<file path="config.mk">
export PLATFORM = sky130hd
export DESIGN_NAME = round_robin_cpu_dispatcher_flat
export DESIGN_NICKNAME = d
export VERILOG_FILES = /design/src/sv/rrcd_pkg.sv /design/src/sv/rrcd_if.sv /design/src/sv/round_robin_cpu_dispatcher.sv /design/src/sv/rrcd_ctrl.sv /design/src/sv/rrcd_dpath.sv /design/src/flat_wrapper.sv
export SDC_FILE = /design/constraint.sdc
export NUM_CORES = 1
export LEC_CHECK = 0
export BUFFER_PORTS_ARGS = -buffer_cell sky130_fd_sc_hd__buf_2
export CAP_MARGIN = 20
export CORE_MARGIN = 5
export CORE_UTILIZATION = 59
export CTS_CLUSTER_SIZE = 40
export DETAILED_ROUTE_END_ITERATION = 6
export GPL_TIMING_DRIVEN = 0
export PLACE_DENSITY = 0.79
export RECOVER_POWER = 100
export SLEW_MARGIN = 0
export SYNTH_ARGS = -nofsm -noshare
export SYNTH_HDL_FRONTEND = slang
export SYNTH_SLANG_ARGS = --single-unit
</file>
<file path="constraint.sdc">
create_clock -name clk -period 7.2 [get_ports clk]
set_input_delay 0.72 -clock clk [delete_from_list [all_inputs] [get_ports clk]]
set_output_delay 0.72 -clock clk [all_outputs]
set_load 0.005 [all_outputs]
</file>
<file path="src/sv/rrcd_pkg.sv">
// Shared types and constants for the round-robin CPU dispatcher.
// No dependencies; every other file of the block refers to this package.
package rrcd_pkg;

  localparam int MAX_CPUS_DEF    = 8;
  localparam int QUEUE_DEPTH_DEF = 16;

  localparam int TAG_W    = 16;
  localparam int SLOT_IN_W = 4;
  localparam int WORD_W   = 32;
  localparam int ACTIVE_W = 4;
  localparam int KIND_W   = 3;
  localparam int CPU_OUT_W = 3;
  // wide enough for any CPU count up to sixteen
  localparam int NCPU_W   = 5;

  localparam logic [WORD_W-1:0]   TIME_REMAIN_NS    = WORD_W'(100);
  localparam logic [ACTIVE_W-1:0] ACTIVE_CPUS_RESET = ACTIVE_W'(8);
  localparam logic [WORD_W-1:0]   TIME_SLICE_RESET  = WORD_W'(1000);

  localparam int CFG_INDEX_W = 1;
  localparam logic [CFG_INDEX_W-1:0] REG_ACTIVE_CPUS = 1'b0;
  localparam logic [CFG_INDEX_W-1:0] REG_TIME_SLICE  = 1'b1;

  typedef enum logic [KIND_W-1:0] {
    KIND_DISPATCH = 3'd0,
    KIND_COMPLETE = 3'd1,
    KIND_QUEUED   = 3'd2,
    KIND_BAD_CPU  = 3'd3,
    KIND_OVERFLOW = 3'd4
  } kind_t;

  typedef struct packed {
    kind_t                  kind;
    logic [TAG_W-1:0]       tag;
    logic [CPU_OUT_W-1:0]   cpu;
    logic [WORD_W-1:0]      slice;
    logic                   last;
  } result_t;

  typedef struct packed {
    logic capture;   // latch the incoming job
    logic process;   // update scheduler state and build results
    logic sel;       // present second result
  } cmd_t;

  typedef struct packed {
    logic two;       // current item has two results
  } status_t;

endpackage

</file>
<file path="src/sv/rrcd_if.sv">
// Valid/ready channel interfaces for jobs in and results out.
// Depends on rrcd_pkg for field widths.
interface rrcd_in_if;
  logic                            valid;
  logic                            ready;
  logic                            opcode;
  logic [rrcd_pkg::TAG_W-1:0]      job_tag;
  logic [rrcd_pkg::SLOT_IN_W-1:0]  cpu_slot;
  logic [rrcd_pkg::WORD_W-1:0]     instr_left;
  logic [rrcd_pkg::WORD_W-1:0]     time_left_ns;

  modport source (output valid, opcode, job_tag, cpu_slot, instr_left, time_left_ns,
                  input ready);
  modport sink   (input valid, opcode, job_tag, cpu_slot, instr_left, time_left_ns,
                  output ready);
endinterface

interface rrcd_out_if;
  logic                            valid;
  logic                            ready;
  logic [rrcd_pkg::KIND_W-1:0]     kind;
  logic [rrcd_pkg::TAG_W-1:0]      job_tag_out;
  logic [rrcd_pkg::CPU_OUT_W-1:0]  target_cpu;
  logic [rrcd_pkg::WORD_W-1:0]     slice_out;
  logic                            last_result;

  modport source (output valid, kind, job_tag_out, target_cpu, slice_out, last_result,
                  input ready);
  modport sink   (input valid, kind, job_tag_out, target_cpu, slice_out, last_result,
                  output ready);
endinterface

</file>
<file path="src/sv/round_robin_cpu_dispatcher.sv">
// Round-robin CPU dispatcher, top level: controller plus datapath.
// After a job transfer the controller passes through a process state and then presents
// the first result; a second result, if any, is presented once the first transfers.
// Jobs do not overlap: a new job is taken only after the last result of the previous one,
// set by the controller sequence capture, process, send; back-pressure on results stalls it.
// Reset (rst, synchronous): all CPUs idle, wait queue empty, active_cpus 8,
// time_slice 1000; no clearing pass, the block takes jobs the cycle after reset.
module round_robin_cpu_dispatcher #(
  parameter int MAX_CPUS    = rrcd_pkg::MAX_CPUS_DEF,
  parameter int QUEUE_DEPTH = rrcd_pkg::QUEUE_DEPTH_DEF
) (
  input  logic                              clk,
  input  logic                              rst,
  input  logic                              cfg_write,
  input  logic [rrcd_pkg::CFG_INDEX_W-1:0]  cfg_index,
  input  logic [rrcd_pkg::WORD_W-1:0]       cfg_data,
  rrcd_in_if.sink                           jobs,
  rrcd_out_if.source                        results
);

  rrcd_pkg::cmd_t    cmd;
  rrcd_pkg::status_t status;

  rrcd_ctrl u_ctrl (
    .clk       (clk),
    .rst       (rst),
    .in_valid  (jobs.valid),
    .in_ready  (jobs.ready),
    .out_valid (results.valid),
    .out_ready (results.ready),
    .cmd       (cmd),
    .status    (status)
  );

  rrcd_dpath #(
    .MAX_CPUS    (MAX_CPUS),
    .QUEUE_DEPTH (QUEUE_DEPTH)
  ) u_dpath (
    .clk          (clk),
    .rst          (rst),
    .cmd          (cmd),
    .status       (status),
    .cfg_write    (cfg_write),
    .cfg_index    (cfg_index),
    .cfg_data     (cfg_data),
    .opcode       (jobs.opcode),
    .job_tag      (jobs.job_tag),
    .cpu_slot     (jobs.cpu_slot),
    .instr_left   (jobs.instr_left),
    .time_left_ns (jobs.time_left_ns),
    .kind         (results.kind),
    .job_tag_out  (results.job_tag_out),
    .target_cpu   (results.target_cpu),
    .slice_out    (results.slice_out),
    .last_result  (results.last_result)
  );

endmodule

</file>
<file path="src/sv/rrcd_ctrl.sv">
// Sequencing controller: accept a job, process it, deliver one or two results.
// Depends on rrcd_pkg (cmd_t, status_t).
module rrcd_ctrl (
  input  logic              clk,
  input  logic              rst,
  input  logic              in_valid,
  output logic              in_ready,
  output logic              out_valid,
  input  logic              out_ready,
  output rrcd_pkg::cmd_t    cmd,
  input  rrcd_pkg::status_t status
);

  typedef enum logic [1:0] {
    S_IDLE,
    S_PROC,
    S_SEND0,
    S_SEND1
  } state_t;

  state_t state;
  logic   ready;
  logic   valid;

  always_ff @(posedge clk) begin
    if (rst) begin
      state <= S_IDLE;
      ready <= 1'b1;
      valid <= 1'b0;
    end else begin
      case (state)
        S_IDLE: begin
          if (in_valid && ready) begin
            state <= S_PROC;
            ready <= 1'b0;
          end
        end
        S_PROC: begin
          state <= S_SEND0;
          valid <= 1'b1;
        end
        S_SEND0: begin
          if (out_ready) begin
            if (status.two) begin
              state <= S_SEND1;
            end else begin
              state <= S_IDLE;
              valid <= 1'b0;
              ready <= 1'b1;
            end
          end
        end
        S_SEND1: begin
          if (out_ready) begin
            state <= S_IDLE;
            valid <= 1'b0;
            ready <= 1'b1;
          end
        end
        default: begin
          state <= S_IDLE;
          valid <= 1'b0;
          ready <= 1'b1;
        end
      endcase
    end
  end

  assign in_ready    = ready;
  assign out_valid   = valid;
  assign cmd.capture = in_valid && ready;
  assign cmd.process = (state == S_PROC);
  assign cmd.sel     = (state == S_SEND1);

  a_no_overlap: assert property (@(posedge clk) disable iff (rst)
    !(ready && valid))
    else $error("input accepted while a result is pending");

  a_proc_then_send: assert property (@(posedge clk) disable iff (rst)
    cmd.process |=> valid && !ready)
    else $error("no result after processing");

  a_capture_then_proc: assert property (@(posedge clk) disable iff (rst)
    cmd.capture |=> cmd.process)
    else $error("captured job not processed");

endmodule

</file>
<file path="src/sv/rrcd_dpath.sv">
// Scheduler datapath: config registers, idle mask, wait FIFO, result registers.
// Depends on rrcd_pkg; driven by rrcd_ctrl through cmd_t / status_t.
module rrcd_dpath #(
  parameter int MAX_CPUS    = rrcd_pkg::MAX_CPUS_DEF,
  parameter int QUEUE_DEPTH = rrcd_pkg::QUEUE_DEPTH_DEF
) (
  input  logic                                 clk,
  input  logic                                 rst,
  input  rrcd_pkg::cmd_t                       cmd,
  output rrcd_pkg::status_t                    status,
  input  logic                                 cfg_write,
  input  logic [rrcd_pkg::CFG_INDEX_W-1:0]     cfg_index,
  input  logic [rrcd_pkg::WORD_W-1:0]          cfg_data,
  input  logic                                 opcode,
  input  logic [rrcd_pkg::TAG_W-1:0]           job_tag,
  input  logic [rrcd_pkg::SLOT_IN_W-1:0]       cpu_slot,
  input  logic [rrcd_pkg::WORD_W-1:0]          instr_left,
  input  logic [rrcd_pkg::WORD_W-1:0]          time_left_ns,
  output logic [rrcd_pkg::KIND_W-1:0]          kind,
  output logic [rrcd_pkg::TAG_W-1:0]           job_tag_out,
  output logic [rrcd_pkg::CPU_OUT_W-1:0]       target_cpu,
  output logic [rrcd_pkg::WORD_W-1:0]          slice_out,
  output logic                                 last_result
);

  localparam int PICK_W = (MAX_CPUS > 1) ? $clog2(MAX_CPUS) : 1;
  localparam int PTR_W  = $clog2(QUEUE_DEPTH);
  localparam int CNT_W  = $clog2(QUEUE_DEPTH + 1);
  localparam logic [PTR_W-1:0]   PTR_LAST = PTR_W'(QUEUE_DEPTH - 1);
  localparam logic [CNT_W-1:0]   CNT_FULL = CNT_W'(QUEUE_DEPTH);
  localparam logic [MAX_CPUS-1:0] ONE_HOT0 = MAX_CPUS'(1);

  // configuration
  logic [rrcd_pkg::ACTIVE_W-1:0] active_cpus;
  logic [rrcd_pkg::WORD_W-1:0]   time_slice;

  // scheduler state
  logic [MAX_CPUS-1:0] idle_mask;
  logic [PTR_W-1:0]    head_ptr;
  logic [PTR_W-1:0]    tail_ptr;
  logic [CNT_W-1:0]    wait_count;
  logic [rrcd_pkg::TAG_W-1:0] wait_store [QUEUE_DEPTH];
  logic [rrcd_pkg::TAG_W-1:0] head_data;

  // captured job
  logic                           opcode_q;
  logic [rrcd_pkg::TAG_W-1:0]     tag_q;
  logic [rrcd_pkg::SLOT_IN_W-1:0] slot_q;
  logic [rrcd_pkg::WORD_W-1:0]    instr_q;
  logic [rrcd_pkg::WORD_W-1:0]    tleft_q;

  rrcd_pkg::result_t res0, res1;
  logic              two;

  // processing terms
  logic [rrcd_pkg::NCPU_W-1:0] n_use;
  logic [MAX_CPUS-1:0]  use_mask;
  logic                 any_idle;
  logic [PICK_W-1:0]    pick;
  logic                 slot_ok;
  logic                 requeue;
  logic                 do_push;
  logic                 push_ok;
  logic [CNT_W-1:0]     cnt_push;
  logic                 do_pop;
  logic [rrcd_pkg::TAG_W-1:0] pop_tag;
  logic [MAX_CPUS-1:0]  idle_mask_next;
  logic [CNT_W-1:0]     wait_count_next;
  logic [PTR_W-1:0]     head_ptr_next;
  logic [PTR_W-1:0]     tail_ptr_next;
  rrcd_pkg::result_t    mid_res, res0_next, res1_next;
  logic                 two_next;

  always_comb begin
    if ({1'b0, active_cpus} > rrcd_pkg::NCPU_W'(MAX_CPUS)) begin
      n_use = rrcd_pkg::NCPU_W'(MAX_CPUS);
    end else begin
      n_use = {1'b0, active_cpus};
    end

    for (int i = 0; i < MAX_CPUS; i++) begin
      use_mask[i] = idle_mask[i] && (rrcd_pkg::NCPU_W'(i) < n_use);
    end
    any_idle = |use_mask;

    // lowest-numbered idle CPU
    pick = '0;
    for (int i = MAX_CPUS - 1; i >= 0; i--) begin
      if (use_mask[i]) begin
        pick = PICK_W'(i);
      end
    end

    slot_ok  = {1'b0, slot_q} < n_use;
    requeue  = (instr_q != '0) || (tleft_q > rrcd_pkg::TIME_REMAIN_NS);
    do_push  = opcode_q ? requeue : !any_idle;
    push_ok  = do_push && (wait_count < CNT_FULL);
    cnt_push = wait_count + CNT_W'(push_ok);
    do_pop   = opcode_q && slot_ok && (cnt_push != '0);
    // a job pushed into an empty queue is its own head
    pop_tag  = (wait_count == '0) ? tag_q : head_data;

    wait_count_next = cnt_push - CNT_W'(do_pop);
    tail_ptr_next   = tail_ptr;
    if (push_ok) begin
      tail_ptr_next = (tail_ptr == PTR_LAST) ? '0 : tail_ptr + PTR_W'(1);
    end
    head_ptr_next = head_ptr;
    if (do_pop) begin
      head_ptr_next = (head_ptr == PTR_LAST) ? '0 : head_ptr + PTR_W'(1);
    end

    idle_mask_next = idle_mask;
    if (!opcode_q) begin
      if (any_idle) begin
        idle_mask_next = idle_mask & ~(ONE_HOT0 << pick);
      end
    end else if (slot_ok) begin
      if (do_pop) begin
        // freed CPU goes busy again at once with the queue head
        idle_mask_next = idle_mask & ~(ONE_HOT0 << slot_q);
      end else begin
        idle_mask_next = idle_mask | (ONE_HOT0 << slot_q);
      end
    end

    mid_res       = '0;
    mid_res.tag   = tag_q;
    if (do_push) begin
      mid_res.kind = push_ok ? rrcd_pkg::KIND_QUEUED : rrcd_pkg::KIND_OVERFLOW;
    end else begin
      mid_res.kind = rrcd_pkg::KIND_COMPLETE;
    end

    res0_next = mid_res;
    res1_next = '0;
    two_next  = 1'b0;
    if (!opcode_q) begin
      if (any_idle) begin
        res0_next.kind  = rrcd_pkg::KIND_DISPATCH;
        res0_next.cpu   = rrcd_pkg::CPU_OUT_W'(pick);
        res0_next.slice = time_slice;
      end
    end else if (!slot_ok) begin
      res0_next      = '0;
      res0_next.kind = rrcd_pkg::KIND_BAD_CPU;
      res0_next.tag  = tag_q;
      res1_next      = mid_res;
      two_next       = 1'b1;
    end else if (do_pop) begin
      res1_next.kind  = rrcd_pkg::KIND_DISPATCH;
      res1_next.tag   = pop_tag;
      res1_next.cpu   = rrcd_pkg::CPU_OUT_W'(slot_q);
      res1_next.slice = time_slice;
      two_next        = 1'b1;
    end
    res0_next.last = !two_next;
    res1_next.last = 1'b1;
  end

  always_ff @(posedge clk) begin
    if (rst) begin
      active_cpus <= rrcd_pkg::ACTIVE_CPUS_RESET;
      time_slice  <= rrcd_pkg::TIME_SLICE_RESET;
      idle_mask   <= '1;
      head_ptr    <= '0;
      tail_ptr    <= '0;
      wait_count  <= '0;
    end else begin
      if (cfg_write) begin
        case (cfg_index)
          rrcd_pkg::REG_ACTIVE_CPUS: active_cpus <= cfg_data[rrcd_pkg::ACTIVE_W-1:0];
          rrcd_pkg::REG_TIME_SLICE:  time_slice  <= cfg_data;
          default: ;
        endcase
      end
      if (cmd.process) begin
        idle_mask  <= idle_mask_next;
        head_ptr   <= head_ptr_next;
        tail_ptr   <= tail_ptr_next;
        wait_count <= wait_count_next;
      end
    end
  end

  // wait FIFO storage, registered head read
  always_ff @(posedge clk) begin
    if (cmd.process && push_ok) begin
      wait_store[tail_ptr] <= tag_q;
    end
    head_data <= wait_store[head_ptr];
  end

  always_ff @(posedge clk) begin
    if (cmd.capture) begin
      opcode_q <= opcode;
      tag_q    <= job_tag;
      slot_q   <= cpu_slot;
      instr_q  <= instr_left;
      tleft_q  <= time_left_ns;
    end
    if (cmd.process) begin
      res0 <= res0_next;
      res1 <= res1_next;
      two  <= two_next;
    end
  end

  rrcd_pkg::result_t res_sel;
  assign res_sel     = cmd.sel ? res1 : res0;
  assign kind        = res_sel.kind;
  assign job_tag_out = res_sel.tag;
  assign target_cpu  = res_sel.cpu;
  assign slice_out   = res_sel.slice;
  assign last_result = res_sel.last;
  assign status.two  = two;

  a_count_bound: assert property (@(posedge clk) disable iff (rst)
    wait_count <= CNT_FULL)
    else $error("wait count beyond queue depth");

  a_empty_ptrs: assert property (@(posedge clk) disable iff (rst)
    wait_count == '0 |-> head_ptr == tail_ptr)
    else $error("empty queue with unequal pointers");

  a_bad_cpu_mask: assert property (@(posedge clk) disable iff (rst)
    cmd.process && opcode_q && !slot_ok |=> idle_mask == $past(idle_mask))
    else $error("bad cpu index changed the idle mask");

endmodule
</file>
<file path="src/flat_wrapper.sv">
// flat-port wrapper written by rule: the top's interface ports become plain ports
module round_robin_cpu_dispatcher_flat 
#(
  parameter int MAX_CPUS    = rrcd_pkg::MAX_CPUS_DEF,
  parameter int QUEUE_DEPTH = rrcd_pkg::QUEUE_DEPTH_DEF
)
  (clk, rst, cfg_write, cfg_index, cfg_data, jobs_valid, jobs_opcode, jobs_job_tag, jobs_cpu_slot, jobs_instr_left, jobs_time_left_ns, jobs_ready, results_valid, results_kind, results_job_tag_out, results_target_cpu, results_slice_out, results_last_result, results_ready);
  rrcd_in_if jobs_i ();
  rrcd_out_if results_i ();
  input  logic clk;
  input  logic rst;
  input  logic cfg_write;
  input  logic [rrcd_pkg::CFG_INDEX_W-1:0] cfg_index;
  input  logic [rrcd_pkg::WORD_W-1:0] cfg_data;
  input wire logic [$bits(jobs_i.valid)-1:0] jobs_valid;
  input wire logic [$bits(jobs_i.opcode)-1:0] jobs_opcode;
  input wire logic [$bits(jobs_i.job_tag)-1:0] jobs_job_tag;
  input wire logic [$bits(jobs_i.cpu_slot)-1:0] jobs_cpu_slot;
  input wire logic [$bits(jobs_i.instr_left)-1:0] jobs_instr_left;
  input wire logic [$bits(jobs_i.time_left_ns)-1:0] jobs_time_left_ns;
  output wire logic [$bits(jobs_i.ready)-1:0] jobs_ready;
  output wire logic [$bits(results_i.valid)-1:0] results_valid;
  output wire logic [$bits(results_i.kind)-1:0] results_kind;
  output wire logic [$bits(results_i.job_tag_out)-1:0] results_job_tag_out;
  output wire logic [$bits(results_i.target_cpu)-1:0] results_target_cpu;
  output wire logic [$bits(results_i.slice_out)-1:0] results_slice_out;
  output wire logic [$bits(results_i.last_result)-1:0] results_last_result;
  input wire logic [$bits(results_i.ready)-1:0] results_ready;
  assign jobs_i.valid = jobs_valid;
  assign jobs_i.opcode = jobs_opcode;
  assign jobs_i.job_tag = jobs_job_tag;
  assign jobs_i.cpu_slot = jobs_cpu_slot;
  assign jobs_i.instr_left = jobs_instr_left;
  assign jobs_i.time_left_ns = jobs_time_left_ns;
  assign jobs_ready = jobs_i.ready;
  assign results_valid = results_i.valid;
  assign results_kind = results_i.kind;
  assign results_job_tag_out = results_i.job_tag_out;
  assign results_target_cpu = results_i.target_cpu;
  assign results_slice_out = results_i.slice_out;
  assign results_last_result = results_i.last_result;
  assign results_i.ready = results_ready;
  round_robin_cpu_dispatcher #(.MAX_CPUS(MAX_CPUS), .QUEUE_DEPTH(QUEUE_DEPTH)) u_core (.clk(clk), .rst(rst), .cfg_write(cfg_write), .cfg_index(cfg_index), .cfg_data(cfg_data), .jobs(jobs_i), .results(results_i));
endmodule
</file>
Yosys cells after proc, flatten, opt, wreduce, memory -nomap -nowiden
Memories as Yosys holds them, arrays and structs flattened. A register that Yosys moved wholly into a read port is not among the register bits.
Cells that the tools add are included.
Widths: inputs -> output; s select.
{"block": "word_totals", "ramBits": 256, "word_cells": 139, "n_memories": 1, "out_inout_bits": 57, "latch_bits": 0, "in_bits": 123, "romBits": 0, "register_bits": 256}
{"memory": "u_core.u_dpath.wait_store", "depth": 16, "word_bits": 16, "read_ports": 1, "rd_ports_with_merged_regs": 1, "wr": 1, "line_no": "rrcd_dpath.sv:42", "rtl": "logic [rrcd_pkg::TAG_W-1:0] wait_store [QUEUE_DEPTH];"}
{"block": "classes", "n_addsub": 4, "n_bitwise": 6, "mul": 0, "n_div": 0, "n_reduce_logical": 33, "n_eq_ne": 10, "n_lt_le_gt_ge": 12, "n_mux": 47, "n_shift": 2}
{"cell": "$mux 55", "n": 2}
{"cell": "$mux 35", "n": 2}
{"cell": "$mux 54", "n": 1}
{"cell": "$mux 51", "n": 1}
{"cell": "$mux 3", "n": 12}
{"cell": "$gt 32x7->1 const B", "n": 1}
{"cell": "$mux 16", "n": 2}
{"cell": "$mux 8", "n": 4}
{"cell": "$reduce_bool 32->1", "n": 1}
{"cell": "$lt 3x5->1 const A", "n": 4}
{"cell": "$and 8x8->8", "n": 2}
{"cell": "$not 8->8", "n": 2}
{"cell": "$logic_and 1x1->1", "n": 13}
{"cell": "$mux 1", "n": 13}
{"cell": "$mux 4", "n": 3}
{"cell": "$lt 1x5->1 const A", "n": 2}
{"cell": "$lt 2x5->1 const A", "n": 2}
{"cell": "$reduce_and 3->1", "n": 3}
{"cell": "$add 4x1->4 const B", "n": 2}
{"cell": "$eq 4x4->1 const B", "n": 2}
{"cell": "$mux 2", "n": 4}
{"cell": "$or 8x8->8", "n": 1}
{"cell": "$pmux 2 s4", "n": 1}
{"cell": "$reduce_and 2->1", "n": 4}
{"cell": "23 further kinds", "n": 30}

Logic depth before layout (Yosys ltp)
{"block": "depth", "depth_word": 17, "mapped_depth": 19}

By module
From an unflattened synthesis, not the netlist that was laid out.
{"block": "hier_totals", "cells_unflattened": 1166, "area_unflattened_um2": 20457.1}
{"mod": "rrcd_dpath", "area_per_inst_um2": 20261.9, "seq_area_each_um2": 15004.4, "instances": 1, "cells_per_inst": 1142}
{"mod": "rrcd_ctrl", "area_per_inst_um2": 195.2, "seq_area_each_um2": 80.1, "instances": 1, "cells_per_inst": 24}

Worst setup path after synthesis
Ideal clock, no wire load.
{"block": "synth_path", "path_type": "register -> register", "start": "register u_core.u_ctrl.state[1]", "end": "memory u_core.u_dpath.wait_store[12][0] (netlist bit) (enable)", "path_slack_ns": 1.352, "stages_incl_launch_ff": 8, "period_less_slack_ns": 5.848, "required_time_ns": 6.811, "path_buffers": 3, "arrival_ns": 5.459, "path_cell_list": "dfxtp_1 clkbuf_1 nand2b_1 clkbuf_1 clkinv_1 clkbuf_1 nand2_1 nor2_1"}
{"block": "synth_via", "elab_chain_len": 4}
{"element": "start: declaration", "line_no": "rrcd_ctrl.sv:21", "rtl": "state_t state;"}
{"element": "start signal: assignment", "line_no": "rrcd_ctrl.sv:27", "rtl": "state <= S_IDLE;"}
{"element": "start signal: assignment", "line_no": "rrcd_ctrl.sv:34", "rtl": "state <= S_PROC;"}
{"element": "start signal: assignment", "line_no": "rrcd_ctrl.sv:39", "rtl": "state <= S_SEND0;"}
{"element": "$eq 2x1->1", "line_no": "rrcd_ctrl.sv:72", "rtl": "assign cmd.process = (state == S_PROC);"}
{"element": "$logic_and 1x1->1", "line_no": "rrcd_dpath.sv:188", "rtl": "if (cmd.process && push_ok) begin"}
{"element": "$mux 1", "line_no": "rrcd_dpath.sv:188"}
{"element": "$mux 1 (not written as such)", "line_no": "rrcd_dpath.sv:189", "rtl": "wait_store[tail_ptr] <= tag_q;"}
{"element": "end: declaration", "line_no": "rrcd_dpath.sv:42"}
Every way passes these cells.

Final worst setup path
{"block": "layout_path", "start": "register u_core.u_dpath.active_cpus[3] (netlist bit)", "end": "register u_core.u_dpath.wait_count[4]"}
{"block": "layout_via", "elab_chain_len": 12}
{"element": "start: declaration", "line_no": "rrcd_dpath.sv:34", "rtl": "logic [rrcd_pkg::ACTIVE_W-1:0] active_cpus;"}
{"element": "start signal: assignment", "line_no": "rrcd_dpath.sv:163", "rtl": "active_cpus <= rrcd_pkg::ACTIVE_CPUS_RESET;"}
{"element": "start signal: assignment", "line_no": "rrcd_dpath.sv:172", "rtl": "rrcd_pkg::REG_ACTIVE_CPUS: active_cpus <= cfg_data[rrcd_pkg::ACTIVE_W-1:0];"}
{"element": "$gt 4x4->1", "line_no": "rrcd_dpath.sv:75", "rtl": "if ({1'b0, active_cpus} > rrcd_pkg::NCPU_W'(MAX_CPUS)) begin"}
{"element": "$mux 4 *", "line_no": "rrcd_dpath.sv:75"}
{"element": "$lt 1x5->1 (tied with other cells)", "line_no": "rrcd_dpath.sv:82", "rtl": "use_mask[i] = idle_mask[i] && (rrcd_pkg::NCPU_W'(i) < n_use);"}
{"element": "$logic_and 1x1->1", "line_no": "rrcd_dpath.sv:82"}
{"element": "$reduce_or 8->1", "line_no": "rrcd_dpath.sv:84", "rtl": "any_idle = |use_mask;"}
{"element": "$logic_not 1->1", "line_no": "rrcd_dpath.sv:96", "rtl": "do_push = opcode_q ? requeue : !any_idle;"}
{"element": "$mux 1", "line_no": "rrcd_dpath.sv:96"}
{"element": "$logic_and 1x1->1", "line_no": "rrcd_dpath.sv:97", "rtl": "push_ok = do_push && (wait_count < CNT_FULL);"}
{"element": "$add 5x1->5", "line_no": "rrcd_dpath.sv:98", "rtl": "cnt_push = wait_count + CNT_W'(push_ok);"}
{"element": "$reduce_bool 5->1", "line_no": "rrcd_dpath.sv:99", "rtl": "do_pop = opcode_q && slot_ok && (cnt_push != '0);"}
{"element": "$logic_and 1x1->1", "line_no": "rrcd_dpath.sv:99"}
{"element": "$sub 5x1->5 *", "line_no": "rrcd_dpath.sv:103", "rtl": "wait_count_next = cnt_push - CNT_W'(do_pop);"}
{"element": "end signal: assignment", "line_no": "rrcd_dpath.sv:181", "rtl": "wait_count <= wait_count_next;"}
{"element": "end: declaration", "line_no": "rrcd_dpath.sv:41", "rtl": "logic [CNT_W-1:0] wait_count;"}
Every way passes the cells marked *; elsewhere a longest branch is shown, timed or not.
A chain may end at the register's enable or synchronous reset.

==> metrics <==
outcome finished with violations; violated checks max-capacitance violations, max-slew violations; drt first pass iters 5; overall overflow remaining after global route 0; buffers added on ports 178; clock buffers created by TritonCTS 52; Mapped Avg Cell Area 15.94 um2; static power due to leakage 8.173 nW; TritonCTS clock tree yes; area share of the largest cell type after synthesis 65.35%; combined global-route utilization of all metal layers 23.42%; fraction of the yosys area taken by sequential cells between 70% and 80%; actual transition at the worst max-transition pin 3915 ps; CTS resizes 0; area of all placed cells without fillers 23860 um2; number of hold violations in the final report 0; final worst-path setup slack 1887 ps; number of clock sinks 528; vertical extent of the die 197.4 um; Max rail drop VDD 202.3 uV; final clock skew 26.88 ps; first-pass GRT wire length roughly 70000 um; layout net count 1671; Main synth FF type edfxtp_1; maximum capacitance violations 4; antenna violations before repair 0; average wire length per cell after detail routing 22.48 um; Clock Path Buffers 3; type of element launching the critical path flip-flop; total number of vias 12350; count of flip-flops with a built-in enable after synthesis between 400 and 500; clock slew at the register clock pins of the worst setup and hold paths 60 ps; Synth Instances 1300; classification of the worst setup path flip-flop to flip-flop; total setup buffers inserted after CTS 0; total die area 38970 um2; clock latency on the worst-skew pair 590 ps; pre-CTS WS 2765 ps; Cell variety after synth 70; area delta synth->final 15.14%; dominant cells by area after synthesis edfxtp_1 65%, dfxtp_1 7.4%, mux2_2 3.5%; FMAX 188.2 MHz; remaining design rule violation count 0; data required time of the worst path 7640 ps; clock tree root buffer cell clkbuf_16; Yosys warnings 0; data arrival time of the worst path approximately 5800 ps; power per cell area 276.7 nW/um2; Synth Register Bits ~530; startpoint of the most critical register-to-register path u_core.u_dpath.active_cpus[3]; floorplan core area approximately 35000 um2; number of global-route vias before repair 12490; number of primary I/O pins 180; final critical path time including I/O delays and setup 5313 ps; pin count of the biggest net entering global routing between 70 and 80; count of pins over their slew limit 165; Max Fanout on Critical Path 10; layout cells sized above 1 a little over a fifth; final setup violating endpoints 0; placed standard-cell area 22270 um2; summed instance area of the synthesized netlist around 21000 um2; unrepaired setup endpoints after global routing false; detailed placement HPWL 29770 um; timing startpoint of the critical path u_core.u_dpath.active_cpus[3]; Iteration-0 DRC Markers 1395; worst hold path type input port to flip-flop; startpoint of the lowest-slack hold path jobs_job_tag[15]; cts-stage hold buffer count 0; antenna-violating nets left 0; standard-cell row count 68; syn_nets roughly 1400; multi-input logic area 5219 um2; cell taking the most area after synthesis edfxtp_1; Fillers 2231; Critical Path Sink Type flip-flop; initial cell density of the core 59.85%; Final GP Congestion 0.9042; relative slew slack -161.0%; number of H-tree branching levels 2; Die X-Extent 197.4 um; WL final about 46000 um; vias per std cell 6.063; Period Utilization, post-route 73.80%; share of flip-flops with an asynchronous set or reset after synthesis 0%; register area 15080 um2; R2R Setup Slk 1890 ps
==> worst paths after layout <==
check / end / cells after the start
setup / recovery: u_core.u_dpath.wait_count[4] / 19
hold / removal: u_core.u_dpath.tag_q[15] / 1
setup reg to reg: u_core.u_dpath.wait_count[4] / 19
hold reg to reg: u_core.u_dpath.time_slice[29] / 2
==> layout make-up <==
class | instances | share of cell area, %
Buffer | 75 | 1.316
Sequential cell | 528 | 63.22
Tap cell | 455 | 2.386
Inverter | 13 | 0.2045
Clock inverter | 33 | 1.479
Multi-Input combinational cell | 684 | 21.87
Clock buffer | 65 | 5.873
Timing Repair Buffer | 182 | 3.644
Antenna cell | 1 | 0.01049
==> worst max-delay path: stages, from the launching register on <==
cell	delay, ps
dfxtp_1	290
clkbuf_1	230
a311oi_1	400
o22a_2	220
a31oi_1	210
a211oi_1	880
ha_1	350
ha_1	280
and2_0	200
a21oi_1	110
o41a_1	500
nand2_1	240
inv_1	180
ha_1	270
ha_1	250
nand3_1	100
o211ai_1	90
a21oi_1	180
xnor2_1	140
nor2_1	50
==> per-stage QoR <==
step                      hold WS, ps  setup TNS, ps  instances  util [%]  power [mW]
after floorplan                 440.3              0       1300         -       3.762
after global placement          446.5         -35540       1933     64.07       3.905
after detailed placement        452.7              0       1937     64.30       3.919
after CTS                       285.9              0       2035     69.37       6.643
after global routing            296.9              0       2035     68.90       6.810
final                           309.6              0       2036     68.91       6.603
==> state kept, by name (all words and copies together), names as in the netlist, named ones only <==
name / flops
u_core.u_ctrl.out_valid: 1
u_core.u_dpath.res1: 54
u_core.u_ctrl.state: 2
u_core.u_dpath.slot_q: 4
u_core.u_dpath.time_slice: 32
u_core.u_ctrl.in_ready: 1
u_core.u_dpath.tail_ptr: 4
u_core.u_dpath.active_cpus: 4
u_core.u_dpath.tleft_q: 32
u_core.u_dpath.head_data: 16
u_core.u_dpath.res0: 55
u_core.u_dpath.tag_q: 16
u_core.u_dpath.head_ptr: 4
u_core.u_dpath.wait_store: 256
u_core.u_dpath.status: 1
u_core.u_dpath.wait_count: 5
u_core.u_dpath.opcode_q: 1
u_core.u_dpath.instr_q: 32
==> cell usage in the layout (no fill, tap or decap), drive strengths merged, types with 15 or more instances in the layout <==
cell	count
a21oi	61
a221oi	16
a22o	18
a22oi	17
and2	38
and3	37
buf	162
clkbuf	160
clkinv	20
dfxtp	77
edfxtp	451
inv	15
mux2	65
mux2i	57
mux4	32
nand2	110
nor2	41
nor4	17
o21ai	41
==> Yosys cell counts, drive strengths merged (9+ instances only) <==
| master | count |
|---|---|
| edfxtp | 451 |
| nand2 | 110 |
| dfxtp | 77 |
| mux2 | 65 |
| a21oi | 61 |
| mux2i | 57 |
| clkbuf | 52 |
| nor2 | 41 |
| o21ai | 41 |
| and2 | 38 |
| and3 | 37 |
| mux4 | 32 |
| buf | 23 |
| a22o | 18 |
| a22oi | 17 |
| nor4 | 17 |
| a221oi | 16 |
| and4 | 12 |
| ha | 12 |
| inv | 12 |
| nand3 | 10 |
| nand3b | 9 |
==> cell families after synthesis <==
logic type / share of synthesized area, %
AO/OA/AOI/OAI: 6.834
XOR/XNOR: 0.1691
adder cells (fa/ha/maj): 0.7244
buffers and inverters: 1.835
flip-flops: 72.78
multiplexers: 9.762
AND/OR/NAND/NOR: 7.891
==> per-layer routing <==
layer	track usage, %	part of all wire, %	vias to the layer above
met1	32.16	39	6077
li1	-	-	5536
met5	0	0	-
met4	7.011	2.5	0
met3	4.707	9.4	92
met2	38.55	49	640
==> power breakdown <==
part,internal [mW],leakage (nW),switching [mW],total [mW]
registers,3.45,4.76,0.0673,3.51
clock network,1.63,0.850,1.12,2.75
logic,0.130,2.57,0.210,0.340
total,5.21,8.17,1.39,6.60
Power figures use the tool's default switching activity.
